## src/rtl/core/usp_pkg.sv

```systemverilog
package usp_pkg;

	// Fixed field widths
	localparam int MAX_GRID   = 4096;
	localparam int GRID_W     = 13;
	localparam int COORD_W    = 12;
	localparam int NUM_W      = 25;
	localparam int COLOR_W    = 8;
	localparam int CFG_IDX_W  = 2;
	localparam int CFG_DATA_W = 13;

	// Remainder unit: dividend padded to an even bit count, two bits a step
	localparam int DVD_W     = 26;
	localparam int DIV_W     = 13;
	localparam int REM_STEPS = DVD_W / 2;
	localparam int REM_CNT_W = $clog2(REM_STEPS);

	// Register indexes
	localparam logic [CFG_IDX_W-1:0] CFG_GRID_SIZE  = 2'd0;
	localparam logic [CFG_IDX_W-1:0] CFG_FILL_RED   = 2'd1;
	localparam logic [CFG_IDX_W-1:0] CFG_FILL_GREEN = 2'd2;
	localparam logic [CFG_IDX_W-1:0] CFG_FILL_BLUE  = 2'd3;

	typedef struct packed {
		logic [COORD_W-1:0] row;
		logic [COORD_W-1:0] column;
	} usp_in_t;

	typedef struct packed {
		logic [NUM_W-1:0]   spiral_number;
		logic               is_prime;
		logic [COLOR_W-1:0] pixel_red;
		logic [COLOR_W-1:0] pixel_green;
		logic [COLOR_W-1:0] pixel_blue;
	} usp_out_t;

	// Controller to datapath
	typedef struct packed {
		logic load;
		logic map_en;
		logic init_p;
		logic div_start;
		logic adv_p;
		logic set_verdict;
		logic verdict;
		logic emit;
	} usp_cmd_t;

	// Datapath to controller
	typedef struct packed {
		logic n_lt2;
		logic sq_gt_n;
		logic rem_valid;
		logic rem_zero;
		logic out_free;
	} usp_sts_t;

endpackage

```

## src/rtl/core/ulam_spiral_prime_pixel_unit.sv

```systemverilog
// Ulam spiral prime pixel unit.
// Input channel (in_valid/in_ready/in_data) takes one cell (row, column) of a
// square grid; output channel (out_valid/out_ready/out_data) returns its
// spiral number, a prime flag and a pixel colour (black for a prime, the
// fill colour otherwise). cfg_we/cfg_index/cfg_data write grid_size and the
// three fill components; write them only while the unit is idle.
// One item is worked at a time. After the accept edge the cell is mapped to its
// spiral number and the test is set up; a number below two goes straight to the
// finish. Otherwise divisors are tried from 2 up to floor(sqrt(n)), each with a
// check step and a pass through the two-bit remainder unit, until one leaves no
// remainder (a composite) or the next square exceeds n (a prime). The
// input reopens the cycle after the result is loaded. The remainder unit
// sets the rate.
// The result sits in an output register; when the receiver stalls the unit
// finishes the next item and holds it until the register frees.
// Reset clears the controller and the output valid flag and loads the
// registers with grid_size 1024 and fill colour (0, 0, 255).
module ulam_spiral_prime_pixel_unit
	import usp_pkg::*;
(
	input  logic                  clk,
	input  logic                  arst_n,
	input  logic                  in_valid,
	output logic                  in_ready,
	input  usp_in_t               in_data,
	output logic                  out_valid,
	input  logic                  out_ready,
	output usp_out_t              out_data,
	input  logic                  cfg_we,
	input  logic [CFG_IDX_W-1:0]  cfg_index,
	input  logic [CFG_DATA_W-1:0] cfg_data
);

	usp_cmd_t cmd;
	usp_sts_t sts;

	usp_ctrl u_ctrl (
		.clk      (clk),
		.arst_n   (arst_n),
		.in_valid (in_valid),
		.in_ready (in_ready),
		.sts      (sts),
		.cmd      (cmd)
	);

	usp_datapath u_dp (
		.clk       (clk),
		.arst_n    (arst_n),
		.cmd       (cmd),
		.sts       (sts),
		.in_data   (in_data),
		.cfg_we    (cfg_we),
		.cfg_index (cfg_index),
		.cfg_data  (cfg_data),
		.out_valid (out_valid),
		.out_ready (out_ready),
		.out_data  (out_data)
	);

	// An accepted item keeps the input closed on the next cycle
	a_busy_after_accept: assert property (@(posedge clk) disable iff (!arst_n)
		in_valid && in_ready |=> !in_ready)
		else $error("input reopened right after accept");

	// A prime result is black
	a_prime_black: assert property (@(posedge clk) disable iff (!arst_n)
		out_valid && out_data.is_prime |->
			out_data.pixel_red == '0 && out_data.pixel_green == '0 &&
			out_data.pixel_blue == '0)
		else $error("prime pixel not black");

	// A prime is at least two
	a_prime_min: assert property (@(posedge clk) disable iff (!arst_n)
		out_valid && out_data.is_prime |-> out_data.spiral_number >= NUM_W'(2))
		else $error("prime flag on number below two");

	// No result appears right after an item enters
	a_no_early_result: assert property (@(posedge clk) disable iff (!arst_n)
		in_valid && in_ready |=> !$rose(out_valid))
		else $error("result appeared with no work done");

endmodule

```

## src/rtl/core/usp_rem.sv

```systemverilog
module usp_rem
	import usp_pkg::*;
(
	input  logic             clk,
	input  logic             arst_n,
	input  logic             start,
	input  logic [NUM_W-1:0] dividend,
	input  logic [DIV_W-1:0] divisor,
	output logic             valid,
	output logic             zero
);

	logic [DVD_W-1:0]     dvd_q;
	logic [DIV_W-1:0]     dvs_q;
	logic [DIV_W-1:0]     rem_q;
	logic [REM_CNT_W-1:0] cnt_q;
	logic                 busy_q;
	logic                 valid_q;
	logic [DIV_W:0]       t1;
	logic [DIV_W:0]       t2;
	logic [DIV_W-1:0]     r1;
	logic [DIV_W-1:0]     r2;

	// Two restoring subtract steps per cycle
	always_comb begin
		t1 = {rem_q, dvd_q[DVD_W-1]};
		if (t1 >= {1'b0, dvs_q}) begin
			t1 = t1 - {1'b0, dvs_q};
		end
		r1 = t1[DIV_W-1:0];
		t2 = {r1, dvd_q[DVD_W-2]};
		if (t2 >= {1'b0, dvs_q}) begin
			t2 = t2 - {1'b0, dvs_q};
		end
		r2 = t2[DIV_W-1:0];
	end

	// Sequence the steps
	always_ff @(posedge clk or negedge arst_n) begin
		if (!arst_n) begin
			busy_q  <= 1'b0;
			valid_q <= 1'b0;
			cnt_q   <= '0;
		end else if (start) begin
			busy_q  <= 1'b1;
			valid_q <= 1'b0;
			cnt_q   <= '0;
		end else if (busy_q) begin
			cnt_q <= cnt_q + 1'b1;
			if (cnt_q == REM_CNT_W'(REM_STEPS - 1)) begin
				busy_q  <= 1'b0;
				valid_q <= 1'b1;
			end
		end
	end

	// Hold the operands and the partial remainder
	always_ff @(posedge clk) begin
		if (start) begin
			dvd_q <= {{(DVD_W - NUM_W){1'b0}}, dividend};
			dvs_q <= divisor;
			rem_q <= '0;
		end else if (busy_q) begin
			dvd_q <= {dvd_q[DVD_W-3:0], 2'b00};
			rem_q <= r2;
		end
	end

	assign valid = valid_q;
	assign zero  = (rem_q == '0);

endmodule

```

## src/rtl/core/usp_datapath.sv

```systemverilog
module usp_datapath
	import usp_pkg::*;
(
	input  logic                  clk,
	input  logic                  arst_n,
	input  usp_cmd_t              cmd,
	output usp_sts_t              sts,
	input  usp_in_t               in_data,
	input  logic                  cfg_we,
	input  logic [CFG_IDX_W-1:0]  cfg_index,
	input  logic [CFG_DATA_W-1:0] cfg_data,
	output logic                  out_valid,
	input  logic                  out_ready,
	output usp_out_t              out_data
);

	// Configuration registers
	logic [GRID_W-1:0]  grid_size_q;
	logic [COLOR_W-1:0] fill_red_q;
	logic [COLOR_W-1:0] fill_green_q;
	logic [COLOR_W-1:0] fill_blue_q;

	always_ff @(posedge clk or negedge arst_n) begin
		if (!arst_n) begin
			grid_size_q  <= GRID_W'(1024);
			fill_red_q   <= '0;
			fill_green_q <= '0;
			fill_blue_q  <= COLOR_W'(255);
		end else if (cfg_we) begin
			unique case (cfg_index)
				CFG_GRID_SIZE:  grid_size_q  <= cfg_data[GRID_W-1:0];
				CFG_FILL_RED:   fill_red_q   <= cfg_data[COLOR_W-1:0];
				CFG_FILL_GREEN: fill_green_q <= cfg_data[COLOR_W-1:0];
				CFG_FILL_BLUE:  fill_blue_q  <= cfg_data[COLOR_W-1:0];
				default: ;
			endcase
		end
	end

	// Clamp size and coordinates on load
	logic [GRID_W-1:0]  size_eff;
	logic [COORD_W-1:0] lim;
	logic [COORD_W-1:0] r_cl_q;
	logic [COORD_W-1:0] c_cl_q;
	logic [COORD_W-2:0] hr_q;
	logic [COORD_W-1:0] hc_q;

	always_comb begin
		if (grid_size_q == '0) begin
			size_eff = GRID_W'(1);
		end else if (grid_size_q > GRID_W'(MAX_GRID)) begin
			size_eff = GRID_W'(MAX_GRID);
		end else begin
			size_eff = grid_size_q;
		end
		lim = COORD_W'(size_eff - 1'b1);
	end

	always_ff @(posedge clk) begin
		if (cmd.load) begin
			r_cl_q <= (in_data.row > lim) ? lim : in_data.row;
			c_cl_q <= (in_data.column > lim) ? lim : in_data.column;
			hr_q   <= lim[COORD_W-1:1];
			hc_q   <= size_eff[GRID_W-1:1];
		end
	end

	// Map to spiral number over four stages
	logic signed [13:0] dr_s1;
	logic signed [13:0] dc_s1;
	logic [12:0]        ar;
	logic [12:0]        ac;
	logic [12:0]        mx;
	logic [12:0]        l_s2;
	logic signed [13:0] sum_s2;
	logic               ge_s2;
	logic signed [13:0] lm1;
	logic signed [27:0] sq_full;
	logic signed [15:0] l3;
	logic signed [15:0] sum16;
	logic signed [15:0] off;
	logic [NUM_W-1:0]   sq_s3;
	logic signed [15:0] off_s3;
	logic signed [26:0] n_full;
	logic [NUM_W-1:0]   n_s4;

	always_comb begin
		ar      = dr_s1[13] ? 13'(-dr_s1) : dr_s1[12:0];
		ac      = dc_s1[13] ? 13'(-dc_s1) : dc_s1[12:0];
		mx      = (ar > ac) ? ar : ac;
		lm1     = $signed({1'b0, l_s2}) - 14'sd1;
		sq_full = lm1 * lm1;
		l3      = $signed({3'b000, l_s2});
		sum16   = $signed({{2{sum_s2[13]}}, sum_s2});
		off     = ge_s2 ? ((l3 <<< 1) + l3 + sum16) : (l3 - sum16);
		n_full  = $signed({2'b00, sq_s3}) + $signed({{11{off_s3[15]}}, off_s3});
	end

	always_ff @(posedge clk) begin
		if (cmd.map_en) begin
			dr_s1  <= $signed({2'b00, r_cl_q}) - $signed({3'b000, hr_q});
			dc_s1  <= $signed({2'b00, c_cl_q}) - $signed({2'b00, hc_q});
			l_s2   <= 13'({mx, 1'b0});
			sum_s2 <= dr_s1 + dc_s1;
			ge_s2  <= (dc_s1 >= dr_s1);
			sq_s3  <= sq_full[NUM_W-1:0];
			off_s3 <= off;
			n_s4   <= n_full[NUM_W-1:0];
		end
	end

	// Trial divisor and its square
	logic [DIV_W-1:0] p_q;
	logic [DVD_W-1:0] psq_q;

	always_ff @(posedge clk) begin
		if (cmd.init_p) begin
			p_q   <= DIV_W'(2);
			psq_q <= DVD_W'(4);
		end else if (cmd.adv_p) begin
			p_q   <= p_q + 1'b1;
			psq_q <= psq_q + {{(DVD_W - DIV_W - 1){1'b0}}, p_q, 1'b1};
		end
	end

	logic rem_valid;
	logic rem_zero;

	usp_rem u_rem (
		.clk      (clk),
		.arst_n   (arst_n),
		.start    (cmd.div_start),
		.dividend (n_s4),
		.divisor  (p_q),
		.valid    (rem_valid),
		.zero     (rem_zero)
	);

	// Verdict
	logic verdict_q;

	always_ff @(posedge clk) begin
		if (cmd.set_verdict) begin
			verdict_q <= cmd.verdict;
		end
	end

	// Output register
	logic     out_valid_q;
	usp_out_t out_data_q;

	always_ff @(posedge clk or negedge arst_n) begin
		if (!arst_n) begin
			out_valid_q <= 1'b0;
		end else if (cmd.emit) begin
			out_valid_q <= 1'b1;
		end else if (out_ready) begin
			out_valid_q <= 1'b0;
		end
	end

	always_ff @(posedge clk) begin
		if (cmd.emit) begin
			out_data_q.spiral_number <= n_s4;
			out_data_q.is_prime      <= verdict_q;
			out_data_q.pixel_red     <= verdict_q ? '0 : fill_red_q;
			out_data_q.pixel_green   <= verdict_q ? '0 : fill_green_q;
			out_data_q.pixel_blue    <= verdict_q ? '0 : fill_blue_q;
		end
	end

	assign out_valid = out_valid_q;
	assign out_data  = out_data_q;

	// Status
	assign sts.n_lt2     = (n_s4 < NUM_W'(2));
	assign sts.sq_gt_n   = (psq_q > {{(DVD_W - NUM_W){1'b0}}, n_s4});
	assign sts.rem_valid = rem_valid;
	assign sts.rem_zero  = rem_zero;
	assign sts.out_free  = !out_valid_q || out_ready;

endmodule

```

## src/rtl/core/usp_ctrl.sv

```systemverilog
module usp_ctrl
	import usp_pkg::*;
(
	input  logic     clk,
	input  logic     arst_n,
	input  logic     in_valid,
	output logic     in_ready,
	input  usp_sts_t sts,
	output usp_cmd_t cmd
);

	localparam logic [2:0] S_IDLE = 3'd0;
	localparam logic [2:0] S_MAP  = 3'd1;
	localparam logic [2:0] S_TEST = 3'd2;
	localparam logic [2:0] S_CHK  = 3'd3;
	localparam logic [2:0] S_DIV  = 3'd4;
	localparam logic [2:0] S_FIN  = 3'd5;

	localparam int MAP_CYCLES = 4;
	localparam int MAP_CNT_W  = $clog2(MAP_CYCLES);

	logic [2:0]           state_q;
	logic [2:0]           state_d;
	logic [MAP_CNT_W-1:0] map_cnt_q;

	// Next state and commands
	always_comb begin
		state_d  = state_q;
		cmd      = '0;
		in_ready = 1'b0;
		unique case (state_q)
			S_IDLE: begin
				in_ready = 1'b1;
				if (in_valid) begin
					cmd.load = 1'b1;
					state_d  = S_MAP;
				end
			end
			S_MAP: begin
				cmd.map_en = 1'b1;
				if (map_cnt_q == MAP_CNT_W'(MAP_CYCLES - 1)) begin
					state_d = S_TEST;
				end
			end
			S_TEST: begin
				cmd.init_p = 1'b1;
				if (sts.n_lt2) begin
					cmd.set_verdict = 1'b1;
					cmd.verdict     = 1'b0;
					state_d         = S_FIN;
				end else begin
					state_d = S_CHK;
				end
			end
			S_CHK: begin
				if (sts.sq_gt_n) begin
					cmd.set_verdict = 1'b1;
					cmd.verdict     = 1'b1;
					state_d         = S_FIN;
				end else begin
					cmd.div_start = 1'b1;
					state_d       = S_DIV;
				end
			end
			S_DIV: begin
				if (sts.rem_valid) begin
					if (sts.rem_zero) begin
						cmd.set_verdict = 1'b1;
						cmd.verdict     = 1'b0;
						state_d         = S_FIN;
					end else begin
						cmd.adv_p = 1'b1;
						state_d   = S_CHK;
					end
				end
			end
			S_FIN: begin
				if (sts.out_free) begin
					cmd.emit = 1'b1;
					state_d  = S_IDLE;
				end
			end
			default: state_d = S_IDLE;
		endcase
	end

	// Advance state and map counter
	always_ff @(posedge clk or negedge arst_n) begin
		if (!arst_n) begin
			state_q   <= S_IDLE;
			map_cnt_q <= '0;
		end else begin
			state_q <= state_d;
			if (state_q == S_MAP) begin
				map_cnt_q <= map_cnt_q + 1'b1;
			end else begin
				map_cnt_q <= '0;
			end
		end
	end

endmodule
```

## config.mk

```make
export PLATFORM = sky130hd
export DESIGN_NAME = ulam_spiral_prime_pixel_unit
export DESIGN_NICKNAME = d
export VERILOG_FILES = /design/src/rtl/core/usp_pkg.sv /design/src/rtl/core/ulam_spiral_prime_pixel_unit.sv /design/src/rtl/core/usp_rem.sv /design/src/rtl/core/usp_datapath.sv /design/src/rtl/core/usp_ctrl.sv
export SDC_FILE = /design/constraint.sdc
export NUM_CORES = 1
export LEC_CHECK = 0
export ABC_AREA = 1
export ABC_CLOCK_PERIOD_IN_PS = 8400
export BUFFER_PORTS_ARGS = -buffer_cell sky130_fd_sc_hd__buf_2
export CORE_MARGIN = 2
export CORE_UTILIZATION = 50
export CTS_BUF_LIST = sky130_fd_sc_hd__clkbuf_4 sky130_fd_sc_hd__clkbuf_8 sky130_fd_sc_hd__clkbuf_16
export DETAILED_ROUTE_END_ITERATION = 8
export GPL_ROUTABILITY_DRIVEN = 0
export PLACE_DENSITY_LB_ADDON = 0.2
export SYNTH_ARGS = -nofsm -noshare
export SYNTH_HDL_FRONTEND = slang
export SYNTH_HIERARCHICAL = 1
export SYNTH_SLANG_ARGS = --single-unit
```

## constraint.sdc

```tcl
create_clock -name clk -period 8.4 [get_ports clk]
set_input_delay 0.42 -clock clk [delete_from_list [all_inputs] [get_ports clk]]
set_output_delay 0.42 -clock clk [all_outputs]
set_load 0.005 [all_outputs]
```

* Word-level counts from Yosys, hierarchy flattened
Cells that the tools add are included.
** Storage, ports and cells
- Bits in registers :: 357
- Latch bits :: 0
- RAM bits :: 0
- ROM bits :: 0
- Memories :: 0
** Operators by class
- Add/sub/neg operators :: 17
- $mul :: 1
- Div/mod/pow operators :: 0
- Order comparisons :: 9
- Equal/unequal tests :: 14
- Shift-type cells :: 0
- Muxes and demuxes :: 47
- Bitwise operators :: 0
- Reductions and logical operators :: 15
** Operators by type and width (number)
- 2-to-1 mux 13 bit :: 6
- 2-to-1 mux 25 bit :: 2
- 2-to-1 mux 12 bit :: 3
- greater-or-equal comparator 14 x 13 -> 1 bit :: 2
- adder 26 x 14 -> 26 bit :: 1
- greater-than comparator 26 x 25 -> 1 bit :: 1
- zero test 13 bit :: 2
- negator 13 bit :: 2
- subtractor 13 bit :: 2
- adder 25 x 16 -> 25 bit :: 1
- less-than comparator 25 x 2 -> 1 bit, second input constant :: 1
- multiplier 14 x 14 -> 25 bit :: 1
- greater-than comparator 12 bit :: 2
- 2-to-1 mux 3 bit :: 7
- 2-to-1 mux 1 bit :: 20
- case mux 3 bit (6 select lines) :: 1
- adder 16 x 14 -> 16 bit :: 1
- 2-to-1 mux 16 bit :: 1
- adder 14 x 13 -> 15 bit :: 1
- subtractor 14 x 14 -> 15 bit :: 1
- adder 13 x 13 -> 14 bit :: 1
- subtractor 13 x 1 -> 14 bit, second input constant :: 1
- adder 13 x 1 -> 13 bit, second input constant :: 1
- greater-or-equal comparator 13 bit :: 1
- other kinds (25) :: 41

* Longest topological paths before layout
- Depth in word-level cells :: 6
- Depth in mapped cells :: 37
- Gate-level depth less buffers :: 37

* Hierarchy
The synthesis kept the hierarchy.
** Modules (own cells, without submodules)
- usp_datapath :: instances 1, cells each 2904, area an instance 24996.5 um^2, sequential area each 8199.1 um^2
- usp_rem :: instances 1, cells each 549, area an instance 4058.9 um^2, sequential area each 1571.5 um^2
- usp_ctrl :: instances 1, cells each 63, area an instance 406.6 um^2, sequential area each 125.1 um^2

* Worst setup path before layout
Ideal clock, no wire load.
- Path type :: register -> register
- From :: reg u_dp.l_s2[1]
- To :: reg u_dp.sq_s3[24] (data pin)
- Setup time :: 0.252 ns
- Arrival time :: 6.811 ns
- Required time :: 8.148 ns
- Path slack :: 1.336 ns
- Stages on the path, launching flop included :: 30
- Clock period less this slack :: 7.064 ns
- Cell sequence :: edfxtp_1 buf_6 clkbuf_1 inv_1 ha_1 o21ai_2 nand4_1 nand3_2 buf_1 nor2_1 fa_1 inv_1 fa_1 inv_1 fa_1 inv_1 fa_1 fa_1 fa_1 inv_1 ha_1 nand2_1 inv_1 nand3_1 nor3_1 nand3_1 nand3_1 inv_1 nand2_1 nand2_1
** Between the ends
- Longest elaborated chain between the ends :: 2
** Ends and longest elaborated chain
- start: declaration :: line usp_datapath.sv:74 : logic [12:0] l_s2;
- start signal: assignment :: line usp_datapath.sv:103 : l_s2 <= 13'({mx, 1'b0});
- subtractor 13 x 1 -> 14 bit :: line usp_datapath.sv:91 : lm1 = $signed({1'b0, l_s2}) - 14'sd1;
- multiplier 14 x 14 -> 25 bit :: line usp_datapath.sv:92 : sq_full = lm1 * lm1;
- via u_dp.sq_full[24] :: line usp_datapath.sv:78 : logic signed [27:0] sq_full;
- end signal: assignment :: line usp_datapath.sv:106 : sq_s3 <= sq_full[NUM_W-1:0];
- end: declaration :: line usp_datapath.sv:82 : logic [NUM_W-1:0] sq_s3;
The timed path passes the listed nets, and every way through them passes these cells.
A chain may end at the register's enable or synchronous reset.

* Final worst setup path
- From :: reg u_dp.l_s2[2]
- To :: reg u_dp.sq_s3[24] (data pin)
The elaborated chain is that of the path after synthesis.

==> flow_summary.yaml <==
status:
  status: "finished clean"
synthesis:
  syn_nets: 4017
  synth.area.top_cells: "edfxtp_1 (26%), ha_1 (12%), fa_1 (11%)"
  synth.most_common_cell: "nand2_1"
  synth_ff_type: "edfxtp_1"
  synth.ff_latch_count: 355
  synth_edf_count: 253
  synthCells: 3516
  synth-seq-area-share_pct: 33.6
  synth_cell_type_count: 67
  ys_warn_count: 6
  synth_area_um2: 29500
  yosys.area.top_type: "edfxtp_1"
  synth_common_cells: "nand2_1 (695), inv_1 (668), ha_1 (294)"
  syn_avg_cell_area_um2: 8.38
  synth_top_area_share_pct: 25.8
  async_reset_ff_share_pct: 13.8
timing:
  skew_ns: 0.0303
  worst_pin_slew_ns: 1.22
  finalCritPeriodShare_pct: 87.1
  rsz0062_at_grt: "false"
  finalSetupViolations: 0
  final-hold-violation-count: 0
  fmax_ghz: 0.137
  slew_headroom_pct: 18.6
  maxSlewViolCount: 0
  fin_setup_tns_ns: 0
  setup_ws_ns: 1.09
  finalCriticalPeriod_ns: 7.31
  whs_ns: 0.0801
floorplanning:
  die_h_um: 247
  row_count: 88
  core-area_um2: 58000
  die_x_um: 247
  start_util_pct: 50.8
  num_io_pins: 96
  die_area_um2: 60900
placed_design:
  dp_slack_ns: 1.14
  port_buffers: 95
  place_hpwl_mm: 54.4
  placedInstanceArea_um2: 30800
global_routing:
  top_usage_layer: "met2"
  grt_pass1_vias: 21900
  grtUsageMet2_pct: 37.6
  grt_max_degree: 66
  antenna_found_initial: 0
  use_met1_pct: 31.5
  gr-usage-met3_pct: 2.62
  grt_pass1_wl_mm: 111
  grt_usage_pct: 22.7
  globalRoute.totalOverflow: 0
clocking:
  cts_resized: 0
  cts-root-buf: "clkbuf_16"
  path_clk_slew_ns: 0.06
  worstSkewPairLatency_ns: 0.58
  cts_buffer_depth: 3
  numCtsBuffers: 42
  cts_tree: "built"
  cts_setup_buffers: 0
  htreeDepth: 2
  ctsHoldBuffers: 1
  clock-sinks: 355
drt:
  antenna_left: 0
  wl_mm: 67.5
  wire_per_inst_um: 15.3
  drc: 0
  drt-vias-per-instance: 5.14
  drt_iter0_markers: 1356
  drt-pass1-iter-count: 5
  vias: 22700
cells_and_area:
  final_cell_area_um2: 32200
  fillers: 5285
  final_net_count: 4119
  syn2layout_area_growth_pct: 9.14
  drive_gt1_share_pct: 7.78
worst_hold_path:
  hold_class: "input port to flop"
setup_path:
  path_delay_family: "adder cells"
  crit_top_cell: "inv_1"
  cp_max_fo: 18
  path_class: "flop to flop"
  cp.depth: 26
  end_kind: "flop"
  slowest_stage: "fa_1"
  r2r_slack_ns: 1.09
  regToRegEndpoint: "u_dp/sq_s3[24]"
  cp.required_ns: 8.71
  cp-startpoint: "u_dp/l_s2[2]"
  slowest_delay_ns: 0.72
  worst-endpoint-arrival_ns: 7.62
  reg2reg_depth: 26
  cp_num_buf_inv: 7
  rr_startpoint: "u_dp/l_s2[2]"
  endpoint: "u_dp/sq_s3[24]"
  startpoint_type: "flop"
flow_run:
  cap_viol_max_count: 0
## flip-flops by register name, summed over array words and instances (netlist names), 14 cells and up
register and cells:
u_dp/psq_q 26, u_dp/n_s4 25, u_dp/u_rem/dvd_q 26, u_dp/out_data 50
u_dp/sq_s3 23, u_dp/sum_s2 14, u_dp/off_s3 16
## per-stage QoR
step,instances,util (%)
final,4418,55.4
after global routing,4417,55.4
after CTS,4417,55.4
after detailed placement,4338,53.0
after global placement,4338,53.0
after floorplan,3516,-
## layer usage
metal / wire length (um) / vias to the layer above
met3: 2770 / 108
met1: 31800 / 10500
met4: 1680 / 0
met5: 0 / -
met2: 31300 / 475
li1: - / 11600
## cells in the final DEF (no fill, tap or decap), types with 7 or more instances in the layout
cell type / netlist / final
a211oi_1: 7 / 7
a21o_1: 16 / 16
a21oi_1: 224 / 224
a31oi_1: 13 / 13
buf_2: 6 / 95
buf_4: 3 / 11
clkbuf_16: 0 / 42
clkbuf_4: 0 / 8
clkinv_2: 0 / 8
dfrtp_1: 40 / 40
dfstp_2: 9 / 9
dfxtp_1: 53 / 53
edfxtp_1: 253 / 253
fa_1: 163 / 163
ha_1: 294 / 294
inv_1: 668 / 667
inv_2: 22 / 22
nand2_1: 695 / 695
nand2_2: 17 / 17
nand3_1: 161 / 161
nand3_2: 8 / 8
nand4_1: 38 / 38
nor2_1: 269 / 265
nor2_2: 11 / 12
nor2_4: 6 / 9
nor3_1: 42 / 42
nor4_1: 16 / 16
o211ai_1: 8 / 8
o21a_1: 7 / 7
o21ai_0: 187 / 185
o21ai_1: 15 / 17
o21bai_1: 17 / 17
xnor2_1: 29 / 29
xor2_1: 113 / 113
## cell families after synthesis
group | count (synthesis) | synth area share, %
AO/OA/AOI/OAI | 523 | 9.76
XOR/XNOR | 149 | 4.68
adder cells (fa/ha/maj) | 457 | 23.6
buffers and inverters | 742 | 9.69
flip-flops | 355 | 33.6
multiplexers | 3 | 0.110
other | 1 | 0.0127
AND/OR/NAND/NOR | 1286 | 18.6
## cell type report
| cell class | count | area (um2) | share of cell area (%) |
|---|---|---|---|
| timing repair buffer | 107 | 568 | 1.77 |
| clock buffer | 53 | 1150 | 3.58 |
| inverter | 693 | 2610 | 8.11 |
| tap | 765 | 957 | 2.98 |
| antenna | 1 | 2.50 | 0.00778 |
| clock inverter | 25 | 233 | 0.724 |
| sequential | 355 | 9900 | 30.8 |
| multi-input combinational | 2419 | 16700 | 52.1 |
## how the worst min path moves through the flow
stage	end	depth (start not counted)	start
floorplan	u_ctrl/map_cnt_q[0]	0	arst_n
global placement	u_ctrl/map_cnt_q[0]	1	u_ctrl/map_cnt_q[0]
detailed placement	u_ctrl/map_cnt_q[0]	1	u_ctrl/map_cnt_q[0]
CTS	u_dp/grid_size_q[11]	2	cfg_data[11]
global route	u_dp/grid_size_q[11]	2	cfg_data[11]
finish	u_dp/grid_size_q[11]	2	cfg_data[11]
Power is not shown: default switching activity piles up to over one toggle a cycle in this logic, so the estimate is an artifact.
